### src/design/kst_pkg.sv
// kst_pkg: shared types and constants for the spanning tree engine
// no dependencies
`timescale 1ns / 1ps
package kst_pkg;
    localparam int RANK_MAX    = 7;
    // a run never reports more tree edges than this
    localparam int MAX_RESULTS = 63;
    typedef logic [2:0] rank_t;
endpackage

### src/design/kst_if.sv
// kst_if: valid/ready channel carrying one edge word
// depends on nothing
`timescale 1ns / 1ps
interface kst_edge_if;
    logic        valid;
    logic        ready;
    logic [5:0]  first_vertex;
    logic [5:0]  second_vertex;
    logic [31:0] edge_weight;
    logic        final_edge;
    modport source (output valid, first_vertex, second_vertex, edge_weight, final_edge,
                    input ready);
    modport sink (input valid, first_vertex, second_vertex, edge_weight, final_edge,
                  output ready);
endinterface

interface kst_tree_if;
    logic        valid;
    logic        ready;
    logic [5:0]  tree_first;
    logic [5:0]  tree_second;
    logic [31:0] tree_weight;
    logic        run_end;
    logic        no_tree_edge;
    logic        capacity_exceeded;
    modport source (output valid, tree_first, tree_second, tree_weight, run_end,
                    no_tree_edge, capacity_exceeded, input ready);
    modport sink (input valid, tree_first, tree_second, tree_weight, run_end,
                  no_tree_edge, capacity_exceeded, output ready);
endinterface

### src/design/kst_ram.sv
// kst_ram: generic single-port-write, one-read synchronous ram
// no dependencies
`timescale 1ns / 1ps
module kst_ram #(
    parameter int WIDTH = 8,
    parameter int DEPTH = 64
) (
    input  logic                     clk,
    input  logic                     we,
    input  logic [$clog2(DEPTH)-1:0] waddr,
    input  logic [WIDTH-1:0]         wdata,
    input  logic [$clog2(DEPTH)-1:0] raddr,
    output logic [WIDTH-1:0]         rdata
);
    logic [WIDTH-1:0] mem [DEPTH];
    always_ff @(posedge clk)
    begin
        if (we)
        begin
            mem[waddr] <= wdata;
        end
        rdata <= mem[raddr];
    end
endmodule

### src/design/kruskal_spanning_tree.sv
// kruskal_spanning_tree: top level of the minimum spanning tree engine
// depends on kst_pkg, kst_if, kst_ram
//
// usage
//   edge_in takes one edge word per cycle while loading (ready high).
//   a word with final_edge set ends the set and starts the run; edge_in
//   drops ready until the last tree word of the run has been taken.
//   edges beyond MAX_EDGES are dropped and flagged in capacity_exceeded,
//   which carries the same value on every word of the run.
// run
//   the store is sorted in place by insertion sort, then a table sweep
//   resets every one of the MAX_VERTICES entries; then each edge gets a find
//   walk and a compression walk on each end, a link by rank when the roots
//   differ and a rank bump when both ranks are equal and below RANK_MAX; an
//   edge with an id out of range is skipped.
//   every accepted edge becomes one tree word, held back one step so that
//   the last one can carry run_end; a run with no accepted edge gives one
//   word with no_tree_edge set.
// stall
//   tree_out holds its word until ready; the engine waits in its emit or final step.
// reset
//   rst_n clears all control state; the parent table is swept in each run before
//   the edges are examined, so no clearing pass follows reset.
`timescale 1ns / 1ps
module kruskal_spanning_tree
    import kst_pkg::*;
#(
    parameter int MAX_EDGES    = 64,
    parameter int MAX_VERTICES = 64,
    parameter int WEIGHT_BITS  = 32
) (
    input  logic       clk,
    input  logic       rst_n,
    kst_edge_if.sink   edge_in,
    kst_tree_if.source tree_out
);
    localparam int EA = $clog2(MAX_EDGES);
    localparam int VA = $clog2(MAX_VERTICES);
    localparam int CW = EA + 1;
    localparam int EW = 44;
    // weights keep only their low WEIGHT_BITS bits
    localparam logic [31:0] WMASK = (WEIGHT_BITS >= 32) ? 32'hFFFF_FFFF :
                                    32'((64'd1 << WEIGHT_BITS) - 64'd1);

    localparam logic [3:0] S_LOAD  = 4'd0;
    localparam logic [3:0] S_SRDK  = 4'd1;   // read key at i
    localparam logic [3:0] S_SKEY  = 4'd2;   // latch key, read j-1
    localparam logic [3:0] S_SCMP  = 4'd3;   // compare, shift or place
    localparam logic [3:0] S_CLR   = 4'd4;   // table sweep
    localparam logic [3:0] S_ERD   = 4'd5;   // read edge
    localparam logic [3:0] S_ELAT  = 4'd6;   // latch edge, range check
    localparam logic [3:0] S_FRD   = 4'd7;   // read start of find walk
    localparam logic [3:0] S_FCHK  = 4'd8;   // walk to root
    localparam logic [3:0] S_CRD   = 4'd9;   // read start of compression walk
    localparam logic [3:0] S_CCHK  = 4'd10;  // compression walk
    localparam logic [3:0] S_LINK  = 4'd11;  // union by rank
    localparam logic [3:0] S_BUMP  = 4'd12;  // rank increment
    localparam logic [3:0] S_EMIT  = 4'd13;  // pass held word on
    localparam logic [3:0] S_FIN   = 4'd14;  // last word of the run
    localparam logic [3:0] S_DRAIN = 4'd15;  // wait for last word taken

    logic [3:0]    state_reg, state_next;
    logic [CW-1:0] count_reg, count_next;
    logic [CW-1:0] i_reg, i_next;
    logic [CW-1:0] j_reg, j_next;
    logic          ovf_reg, ovf_next;
    logic [EW-1:0] key_reg, key_next;
    logic [EW-1:0] edge_reg, edge_next;
    logic [VA:0]   clr_reg, clr_next;
    logic [VA-1:0] x_reg, x_next;
    logic [VA-1:0] start_reg, start_next;
    logic [VA-1:0] root_reg, root_next;
    logic [VA-1:0] ru_reg, ru_next;
    rank_t         rku_reg, rku_next;
    rank_t         rkv_reg, rkv_next;
    logic          side_reg, side_next;
    logic [EW-1:0] held_reg, held_next;
    logic          held_v_reg, held_v_next;
    logic [5:0]    emit_reg, emit_next;
    logic          out_v_reg, out_v_next;
    logic [EW-1:0] out_edge_reg, out_edge_next;
    logic          out_end_reg, out_end_next;
    logic          out_none_reg, out_none_next;
    logic          out_cap_reg, out_cap_next;

    // edge store: {first, second, weight}
    logic          e_we;
    logic [EA-1:0] e_wa, e_ra;
    logic [EW-1:0] e_wd, e_rd;
    kst_ram #(.WIDTH(EW), .DEPTH(MAX_EDGES)) u_edges (
        .clk(clk), .we(e_we), .waddr(e_wa), .wdata(e_wd), .raddr(e_ra), .rdata(e_rd));

    // parent and rank share one word per vertex
    logic          p_we;
    logic [VA-1:0] p_wa, p_ra;
    logic [VA+2:0] p_wd, p_rd;
    kst_ram #(.WIDTH(VA + 3), .DEPTH(MAX_VERTICES)) u_parent (
        .clk(clk), .we(p_we), .waddr(p_wa), .wdata(p_wd), .raddr(p_ra), .rdata(p_rd));

    wire [VA-1:0] p_par  = p_rd[VA+2:3];
    wire rank_t   p_rank = p_rd[2:0];

    wire in_acc   = edge_in.valid && edge_in.ready;
    wire out_acc  = tree_out.valid && tree_out.ready;
    wire out_free = !out_v_reg || out_acc;
    assign edge_in.ready = (state_reg == S_LOAD);

    assign tree_out.valid             = out_v_reg;
    assign tree_out.tree_first        = out_edge_reg[EW-1:EW-6];
    assign tree_out.tree_second       = out_edge_reg[EW-7:32];
    assign tree_out.tree_weight       = out_edge_reg[31:0];
    assign tree_out.run_end           = out_end_reg;
    assign tree_out.no_tree_edge      = out_none_reg;
    assign tree_out.capacity_exceeded = out_cap_reg;

    wire [31:0] kw = key_reg[31:0];
    wire [31:0] rw = e_rd[31:0];
    wire [5:0]  rd_a = e_rd[EW-1:EW-6];
    wire [5:0]  rd_b = e_rd[EW-7:32];
    // an edge touching an id beyond the table is never accepted
    wire rd_in_range = ({26'd0, rd_a} < 32'(MAX_VERTICES)) &&
                       ({26'd0, rd_b} < 32'(MAX_VERTICES));
    wire [VA-1:0] vb = VA'(edge_reg[EW-7:32]);

    always_comb
    begin
        state_next    = state_reg;
        count_next    = count_reg;
        i_next        = i_reg;
        j_next        = j_reg;
        ovf_next      = ovf_reg;
        key_next      = key_reg;
        edge_next     = edge_reg;
        clr_next      = clr_reg;
        x_next        = x_reg;
        start_next    = start_reg;
        root_next     = root_reg;
        ru_next       = ru_reg;
        rku_next      = rku_reg;
        rkv_next      = rkv_reg;
        side_next     = side_reg;
        held_next     = held_reg;
        held_v_next   = held_v_reg;
        emit_next     = emit_reg;
        out_v_next    = out_v_reg && !out_acc;
        out_edge_next = out_edge_reg;
        out_end_next  = out_end_reg;
        out_none_next = out_none_reg;
        out_cap_next  = out_cap_reg;

        e_we = 1'b0;
        e_wa = count_reg[EA-1:0];
        e_wd = {edge_in.first_vertex, edge_in.second_vertex, edge_in.edge_weight & WMASK};
        e_ra = i_reg[EA-1:0];
        p_we = 1'b0;
        p_wa = x_reg;
        p_wd = {x_reg, rank_t'(0)};
        p_ra = x_reg;

        case (state_reg)
            S_LOAD:
            begin
                if (in_acc)
                begin
                    if (count_reg < CW'(MAX_EDGES))
                    begin
                        e_we       = 1'b1;
                        count_next = count_reg + CW'(1);
                    end
                    else
                    begin
                        ovf_next = 1'b1;
                    end
                    // a dropped closing edge still starts the run
                    if (edge_in.final_edge)
                    begin
                        i_next     = CW'(1);
                        state_next = S_SRDK;
                    end
                end
            end
            S_SRDK:
            begin
                if (i_reg >= count_reg)
                begin
                    clr_next   = '0;
                    state_next = S_CLR;
                end
                else
                begin
                    e_ra       = i_reg[EA-1:0];
                    state_next = S_SKEY;
                end
            end
            S_SKEY:
            begin
                key_next   = e_rd;
                j_next     = i_reg;
                e_ra       = EA'(i_reg - CW'(1));
                state_next = S_SCMP;
            end
            S_SCMP:
            begin
                // strict compare keeps equal weights in arrival order
                if (j_reg != '0 && rw > kw)
                begin
                    e_we   = 1'b1;
                    e_wa   = j_reg[EA-1:0];
                    e_wd   = e_rd;
                    e_ra   = EA'(j_reg - CW'(2));
                    j_next = j_reg - CW'(1);
                end
                else
                begin
                    e_we       = 1'b1;
                    e_wa       = j_reg[EA-1:0];
                    e_wd       = key_reg;
                    i_next     = i_reg + CW'(1);
                    state_next = S_SRDK;
                end
            end
            S_CLR:
            begin
                p_we     = 1'b1;
                p_wa     = clr_reg[VA-1:0];
                p_wd     = {clr_reg[VA-1:0], rank_t'(0)};
                clr_next = clr_reg + (VA+1)'(1);
                if (clr_reg == (VA+1)'(MAX_VERTICES - 1))
                begin
                    i_next      = '0;
                    emit_next   = '0;
                    held_v_next = 1'b0;
                    state_next  = S_ERD;
                end
            end
            S_ERD:
            begin
                if (i_reg >= count_reg || emit_reg == 6'(MAX_RESULTS))
                begin
                    state_next = S_FIN;
                end
                else
                begin
                    e_ra       = i_reg[EA-1:0];
                    state_next = S_ELAT;
                end
            end
            S_ELAT:
            begin
                edge_next = e_rd;
                if (rd_in_range)
                begin
                    x_next     = VA'(rd_a);
                    start_next = VA'(rd_a);
                    side_next  = 1'b0;
                    state_next = S_FRD;
                end
                else
                begin
                    i_next     = i_reg + CW'(1);
                    state_next = S_ERD;
                end
            end
            S_FRD:
            begin
                p_ra       = x_reg;
                state_next = S_FCHK;
            end
            S_FCHK:
            begin
                if (p_par == x_reg)
                begin
                    root_next = x_reg;
                    if (side_reg)
                    begin
                        rkv_next = p_rank;
                    end
                    else
                    begin
                        rku_next = p_rank;
                    end
                    x_next     = start_reg;
                    state_next = S_CRD;
                end
                else
                begin
                    x_next = p_par;
                    p_ra   = p_par;
                end
            end
            S_CRD:
            begin
                p_ra       = x_reg;
                state_next = S_CCHK;
            end
            S_CCHK:
            begin
                if (p_par == root_reg)
                begin
                    if (!side_reg)
                    begin
                        ru_next    = root_reg;
                        side_next  = 1'b1;
                        x_next     = vb;
                        start_next = vb;
                        state_next = S_FRD;
                    end
                    else
                    begin
                        state_next = S_LINK;
                    end
                end
                else
                begin
                    // point this node straight at the root, keep its rank
                    p_we   = 1'b1;
                    p_wa   = x_reg;
                    p_wd   = {root_reg, p_rank};
                    x_next = p_par;
                    p_ra   = p_par;
                end
            end
            S_LINK:
            begin
                // root_reg holds the root of the second end here
                if (ru_reg == root_reg)
                begin
                    i_next     = i_reg + CW'(1);
                    state_next = S_ERD;
                end
                else if (rku_reg < rkv_reg)
                begin
                    p_we       = 1'b1;
                    p_wa       = ru_reg;
                    p_wd       = {root_reg, rku_reg};
                    state_next = S_EMIT;
                end
                else
                begin
                    p_we = 1'b1;
                    p_wa = root_reg;
                    p_wd = {ru_reg, rkv_reg};
                    if (rku_reg == rkv_reg && rku_reg < rank_t'(RANK_MAX))
                    begin
                        state_next = S_BUMP;
                    end
                    else
                    begin
                        state_next = S_EMIT;
                    end
                end
            end
            S_BUMP:
            begin
                p_we       = 1'b1;
                p_wa       = ru_reg;
                p_wd       = {ru_reg, rank_t'(rku_reg + 1'b1)};
                state_next = S_EMIT;
            end
            S_EMIT:
            begin
                if (!held_v_reg)
                begin
                    held_next   = edge_reg;
                    held_v_next = 1'b1;
                    emit_next   = emit_reg + 6'd1;
                    i_next      = i_reg + CW'(1);
                    state_next  = S_ERD;
                end
                else if (out_free)
                begin
                    out_v_next    = 1'b1;
                    out_edge_next = held_reg;
                    out_end_next  = 1'b0;
                    out_none_next = 1'b0;
                    out_cap_next  = ovf_reg;
                    held_next     = edge_reg;
                    emit_next     = emit_reg + 6'd1;
                    i_next        = i_reg + CW'(1);
                    state_next    = S_ERD;
                end
            end
            S_FIN:
            begin
                if (out_free)
                begin
                    out_v_next    = 1'b1;
                    out_edge_next = held_v_reg ? held_reg : '0;
                    out_end_next  = 1'b1;
                    out_none_next = !held_v_reg;
                    out_cap_next  = ovf_reg;
                    count_next    = '0;
                    ovf_next      = 1'b0;
                    held_v_next   = 1'b0;
                    state_next    = S_DRAIN;
                end
            end
            S_DRAIN:
            begin
                if (out_acc)
                begin
                    state_next = S_LOAD;
                end
            end
            default: state_next = S_LOAD;
        endcase
    end

    always_ff @(posedge clk or negedge rst_n)
    begin
        if (!rst_n)
        begin
            state_reg    <= S_LOAD;
            count_reg    <= '0;
            i_reg        <= '0;
            j_reg        <= '0;
            ovf_reg      <= 1'b0;
            key_reg      <= '0;
            edge_reg     <= '0;
            clr_reg      <= '0;
            x_reg        <= '0;
            start_reg    <= '0;
            root_reg     <= '0;
            ru_reg       <= '0;
            rku_reg      <= '0;
            rkv_reg      <= '0;
            side_reg     <= 1'b0;
            held_reg     <= '0;
            held_v_reg   <= 1'b0;
            emit_reg     <= '0;
            out_v_reg    <= 1'b0;
            out_edge_reg <= '0;
            out_end_reg  <= 1'b0;
            out_none_reg <= 1'b0;
            out_cap_reg  <= 1'b0;
        end
        else
        begin
            state_reg    <= state_next;
            count_reg    <= count_next;
            i_reg        <= i_next;
            j_reg        <= j_next;
            ovf_reg      <= ovf_next;
            key_reg      <= key_next;
            edge_reg     <= edge_next;
            clr_reg      <= clr_next;
            x_reg        <= x_next;
            start_reg    <= start_next;
            root_reg     <= root_next;
            ru_reg       <= ru_next;
            rku_reg      <= rku_next;
            rkv_reg      <= rkv_next;
            side_reg     <= side_next;
            held_reg     <= held_next;
            held_v_reg   <= held_v_next;
            emit_reg     <= emit_next;
            out_v_reg    <= out_v_next;
            out_edge_reg <= out_edge_next;
            out_end_reg  <= out_end_next;
            out_none_reg <= out_none_next;
            out_cap_reg  <= out_cap_next;
        end
    end
endmodule
### src/flat_wrapper.sv
// flat-port wrapper written by rule: the top's interface ports become plain ports
module kruskal_spanning_tree_flat import kst_pkg::*;
#(
    parameter int MAX_EDGES    = 64,
    parameter int MAX_VERTICES = 64,
    parameter int WEIGHT_BITS  = 32
)
  (clk, rst_n, edge_in_valid, edge_in_first_vertex, edge_in_second_vertex, edge_in_edge_weight, edge_in_final_edge, edge_in_ready, tree_out_valid, tree_out_tree_first, tree_out_tree_second, tree_out_tree_weight, tree_out_run_end, tree_out_no_tree_edge, tree_out_capacity_exceeded, tree_out_ready);
  kst_edge_if edge_in_i ();
  kst_tree_if tree_out_i ();
  input  logic clk;
  input  logic rst_n;
  input wire logic [$bits(edge_in_i.valid)-1:0] edge_in_valid;
  input wire logic [$bits(edge_in_i.first_vertex)-1:0] edge_in_first_vertex;
  input wire logic [$bits(edge_in_i.second_vertex)-1:0] edge_in_second_vertex;
  input wire logic [$bits(edge_in_i.edge_weight)-1:0] edge_in_edge_weight;
  input wire logic [$bits(edge_in_i.final_edge)-1:0] edge_in_final_edge;
  output wire logic [$bits(edge_in_i.ready)-1:0] edge_in_ready;
  output wire logic [$bits(tree_out_i.valid)-1:0] tree_out_valid;
  output wire logic [$bits(tree_out_i.tree_first)-1:0] tree_out_tree_first;
  output wire logic [$bits(tree_out_i.tree_second)-1:0] tree_out_tree_second;
  output wire logic [$bits(tree_out_i.tree_weight)-1:0] tree_out_tree_weight;
  output wire logic [$bits(tree_out_i.run_end)-1:0] tree_out_run_end;
  output wire logic [$bits(tree_out_i.no_tree_edge)-1:0] tree_out_no_tree_edge;
  output wire logic [$bits(tree_out_i.capacity_exceeded)-1:0] tree_out_capacity_exceeded;
  input wire logic [$bits(tree_out_i.ready)-1:0] tree_out_ready;
  assign edge_in_i.valid = edge_in_valid;
  assign edge_in_i.first_vertex = edge_in_first_vertex;
  assign edge_in_i.second_vertex = edge_in_second_vertex;
  assign edge_in_i.edge_weight = edge_in_edge_weight;
  assign edge_in_i.final_edge = edge_in_final_edge;
  assign edge_in_ready = edge_in_i.ready;
  assign tree_out_valid = tree_out_i.valid;
  assign tree_out_tree_first = tree_out_i.tree_first;
  assign tree_out_tree_second = tree_out_i.tree_second;
  assign tree_out_tree_weight = tree_out_i.tree_weight;
  assign tree_out_run_end = tree_out_i.run_end;
  assign tree_out_no_tree_edge = tree_out_i.no_tree_edge;
  assign tree_out_capacity_exceeded = tree_out_i.capacity_exceeded;
  assign tree_out_i.ready = tree_out_ready;
  kruskal_spanning_tree #(.MAX_EDGES(MAX_EDGES), .MAX_VERTICES(MAX_VERTICES), .WEIGHT_BITS(WEIGHT_BITS)) u_core (.clk(clk), .rst_n(rst_n), .edge_in(edge_in_i), .tree_out(tree_out_i));
endmodule
### config.mk
export PLATFORM = sky130hd
export DESIGN_NAME = kruskal_spanning_tree_flat
export DESIGN_NICKNAME = d
export VERILOG_FILES = /design/src/design/kst_pkg.sv /design/src/design/kst_if.sv /design/src/design/kst_ram.sv /design/src/design/kruskal_spanning_tree.sv /design/src/flat_wrapper.sv
export SDC_FILE = /design/constraint.sdc
export NUM_CORES = 2
export LEC_CHECK = 0
export BUFFER_PORTS_ARGS = -buffer_cell sky130_fd_sc_hd__buf_2
export CORE_MARGIN = 2
export CORE_UTILIZATION = 45
export DETAILED_ROUTE_END_ITERATION = 6
export SLEW_MARGIN = 10
export SYNTH_ARGS = -nofsm -noshare
export SYNTH_HDL_FRONTEND = slang
export SYNTH_SLANG_ARGS = --single-unit
### constraint.sdc
create_clock -name clk -period 6.5 [get_ports clk]
set_input_delay 0.65 -clock clk [delete_from_list [all_inputs] [get_ports clk]]
set_output_delay 0.65 -clock clk [all_outputs]
set_load 0.03 [all_outputs]
==> run summary <==
Status = finished clean
Pint = 49.3 mW
Final setup TNS = 0 ns
TritonCTS Sinks = 3696
Clock network fraction of total power = 28.1%
Clock skew = 0.108 ns
Deepest level of the CTS H-tree = 5
Rows = 207
Dominant cell type by area after synthesis = edfxtp_1
Vias/cell = 6.04
Mapped Cells = 8766
Seq/Total Area, Yosys = 75.8%
Reg power frac = 39.5%
Total Power = 75.2 mW
Core footprint = 318000 um2
Sw Ratio = 34.5%
Placed insts = 12894
First-pass detailed-route iteration total = 6
Synth top area cells = edfxtp_1, mux4_2, dfrtp_1
Antenna violations before repair = 18
P_leak = 54.7 nW
Via count = 82008
Period minus WS final = 6.13 ns
Dpl hpwl = 221000 um
Max cap viols = 0
Count of final setup violators = 0
Critical path data required time = 7.28 ns
Number of synthesized flops with an enable pin = 3392
Final Cycle Share = 94.3%
Registers with the most flip-flops = u_core.u_edges.mem: 2816 flops, u_core.u_parent.mem: 576 flops
Most frequent standard cell in the layout excluding fill and tap cells = edfxtp_1
Seq cells post-synth = 3696
Max FFs per register = 2816
Nets = 9185
GRT Util Overall = 23.8%
Num ports = 98
CTS tree = built
Worst hold-check path type = primary input to flip-flop
Biggest register = u_core.u_edges.mem
Avg Cell Area, Syn = 16.4 um2
Ys async rst share = 6.79%
Number of global-route vias before repair = 78891
Fmax = 163 MHz
Area growth syn-to-layout = 14.5%
DRT antenna net count = 0
Psw = 25.9 mW
Yosys cell types = 72
RSZ-0062 raised after global routing = false
Post-synth top flop = edfxtp_1
Slew margin rel. = 13.8%
Largest net degree at the start of global routing = 159
Setup bufs post-CTS = 0
Combinational share of power = 32.4%
Syn nets = 8867
Final Hold Slack = 0.115 ns
PwrDens = 456 nW/um2
Total grt overflow = 0
Commonest non-fill, non-tap cells in the layout = edfxtp_1, nand2_1, nand3_1, mux4_2, clkbuf_16
Share of layout cells above drive strength 1 = 18.0%
CP Class = flip-flop to flip-flop
Final Max Tran Viols = 0
Die Span Y = 570 um
Yosys warnings = 0
WL per Instance = 28.9 um
WP data arrival = 6.91 ns
Latest clock arrival within the worst-skew pair = 0.96 ns
CTS max path bufs = 4
Post-Layout Cell Count = 13572
CTS buffer count = 367
Die ar. = 325000 um2
Clock Tree Root = clkbuf_16
First-pass GRT wire length = 563000 um
Share of Yosys cell area claimed by the top area cell type = 70.7%
GPL Wtd Cong = 0.860
Mapped Area = 144000 um2
Critical Path Sink Type = flip-flop
Crit-path max FO = 25
Iteration-0 DRC count of the detailed router = 10946
Worst vdd ir = 0.447 mV
Reg clk slew, reported paths = 0.06 ns
Crit path launch type = flip-flop
Port buffer count = 97
Final hold violation count = 0
Drt drc = 0
Worst Tran Pin Value = 1.29 ns
Post-Route WL = 392000 um
Chip width = 570 um
Initial Utilization = 45.3%
==> worst paths after layout <==
kind                                          start                  endpoint  slack (ns)  depth (start not counted)
max                        u_core.u_edges.rdata[17]  u_core.u_edges.rdata[34]        0.37                         13
min                                   edge_in_valid            u_core.ovf_reg        0.12                          3
max reg2reg                u_core.u_edges.rdata[17]  u_core.u_edges.rdata[34]        0.37                         13
min reg2reg                     u_core.edge_reg[21]       u_core.edge_reg[21]        0.47                          2
max in group asynchronous                     rst_n          u_core.ru_reg[2]        4.74                          3
min in group asynchronous                     rst_n    u_core.out_edge_reg[8]        0.41                          2
==> cells in the mapped netlist (4+ instances only) <==
library cell / n
a21o_1: 15
a21oi_1: 88
a222oi_1: 12
a22o_1: 48
a22oi_1: 187
a31oi_1: 14
a32oi_1: 96
and3_1: 13
buf_1: 36
buf_2: 135
buf_4: 5
buf_6: 17
clkbuf_1: 297
dfrtp_1: 251
dfxtp_1: 53
edfxtp_1: 3392
ha_1: 52
inv_1: 54
mux2_2: 87
mux2i_1: 231
mux4_2: 474
nand2_1: 1610
nand2b_1: 13
nand3_1: 811
nand4_1: 150
nor2_1: 263
nor2b_1: 8
nor3_1: 26
nor4_1: 9
o211a_1: 7
o211ai_1: 10
o21a_1: 4
o21ai_0: 138
o21ai_1: 4
o221ai_1: 11
o22ai_1: 9
o31ai_1: 14
or3_1: 49
xnor2_1: 14
xor2_1: 12
==> critical path, stage by stage, from the launching register on <==
cell	delay [ns]
dfxtp_1	0.88
ha_1	0.29
nand4_1	0.12
nor4_1	0.53
a21oi_1	0.17
o21a_1	0.22
nor4_2	0.47
a211o_4	0.49
buf_12	0.28
buf_4	0.47
mux4_2	0.57
a22oi_1	0.25
nand4_1	0.54
or3_1	0.59
==> through the flow <==
| step | setup WS, ns | instance area, um2 | util, % |
|---|---|---|---|
| final | 0.372 | 165000 | 51.8 |
| after global routing | 0.0860 | 165000 | 51.8 |
| after global placement | 0.417 | 153000 | 48.1 |
| after floorplan | 0.723 | 144000 | - |
| after detailed placement | 0.418 | 153000 | 48.1 |
| after CTS | 0.406 | 165000 | 51.8 |
==> layer usage <==
| metal | up-vias | track usage (%) | wire length (um) |
|---|---|---|---|
| met5 | - | 0 | 80 |
| met4 | 10 | 5.40 | 8570 |
| met3 | 562 | 4.81 | 37800 |
| met2 | 3892 | 36.1 | 178000 |
| met1 | 42883 | 35.5 | 168000 |
| li1 | 34661 | - | - |
==> power groups by stage <==
stage | combinational [mW] | sequential, mW | clock [mW]
after floorplan | 15.5 | 30.1 | 0
after global placement | 23.9 | 30.2 | 0
after detailed placement | 24.3 | 30.2 | 0
after CTS | 24.3 | 29.7 | 21.4
after global routing | 26.2 | 29.8 | 22.3
final | 24.4 | 29.7 | 21.1
==> what timing repair did <==
item                                   in CTS  in global routing
endpoints found under the hold margin     116                  0
hold buffers                                1                  0
gates resized for setup                     0                  0
setup endpoints to repair                   0                  0
==> cells by family (layout without fill, tap and decap cells) <==
family          count (synthesis)  count (layout)  synth area share [%]
buf+inv                       545            1166                  1.64
compound gates                682             682                  3.34
fa+ha+maj                      52              52                 0.451
mux                           792             792                  9.69
simple gates                 2973            2973                  8.96
other cells                     0               5                     0
flops                        3696            3696                  75.8
xor+xnor                       26              26                 0.158
==> final cells by class <==
cell class,count,area (um2)
Fill cell,25361,153000
Sequential cell,3696,109000
Multi-Input combinational cell,4525,33800
Clock buffer,490,10100
Tap cell,4180,5230
Timing Repair Buffer,440,4510
Clock inverter,182,1870
Inverter,54,203
Antenna cell,5,12.5
No activity file was read; power rests on OpenSTA's default activity.
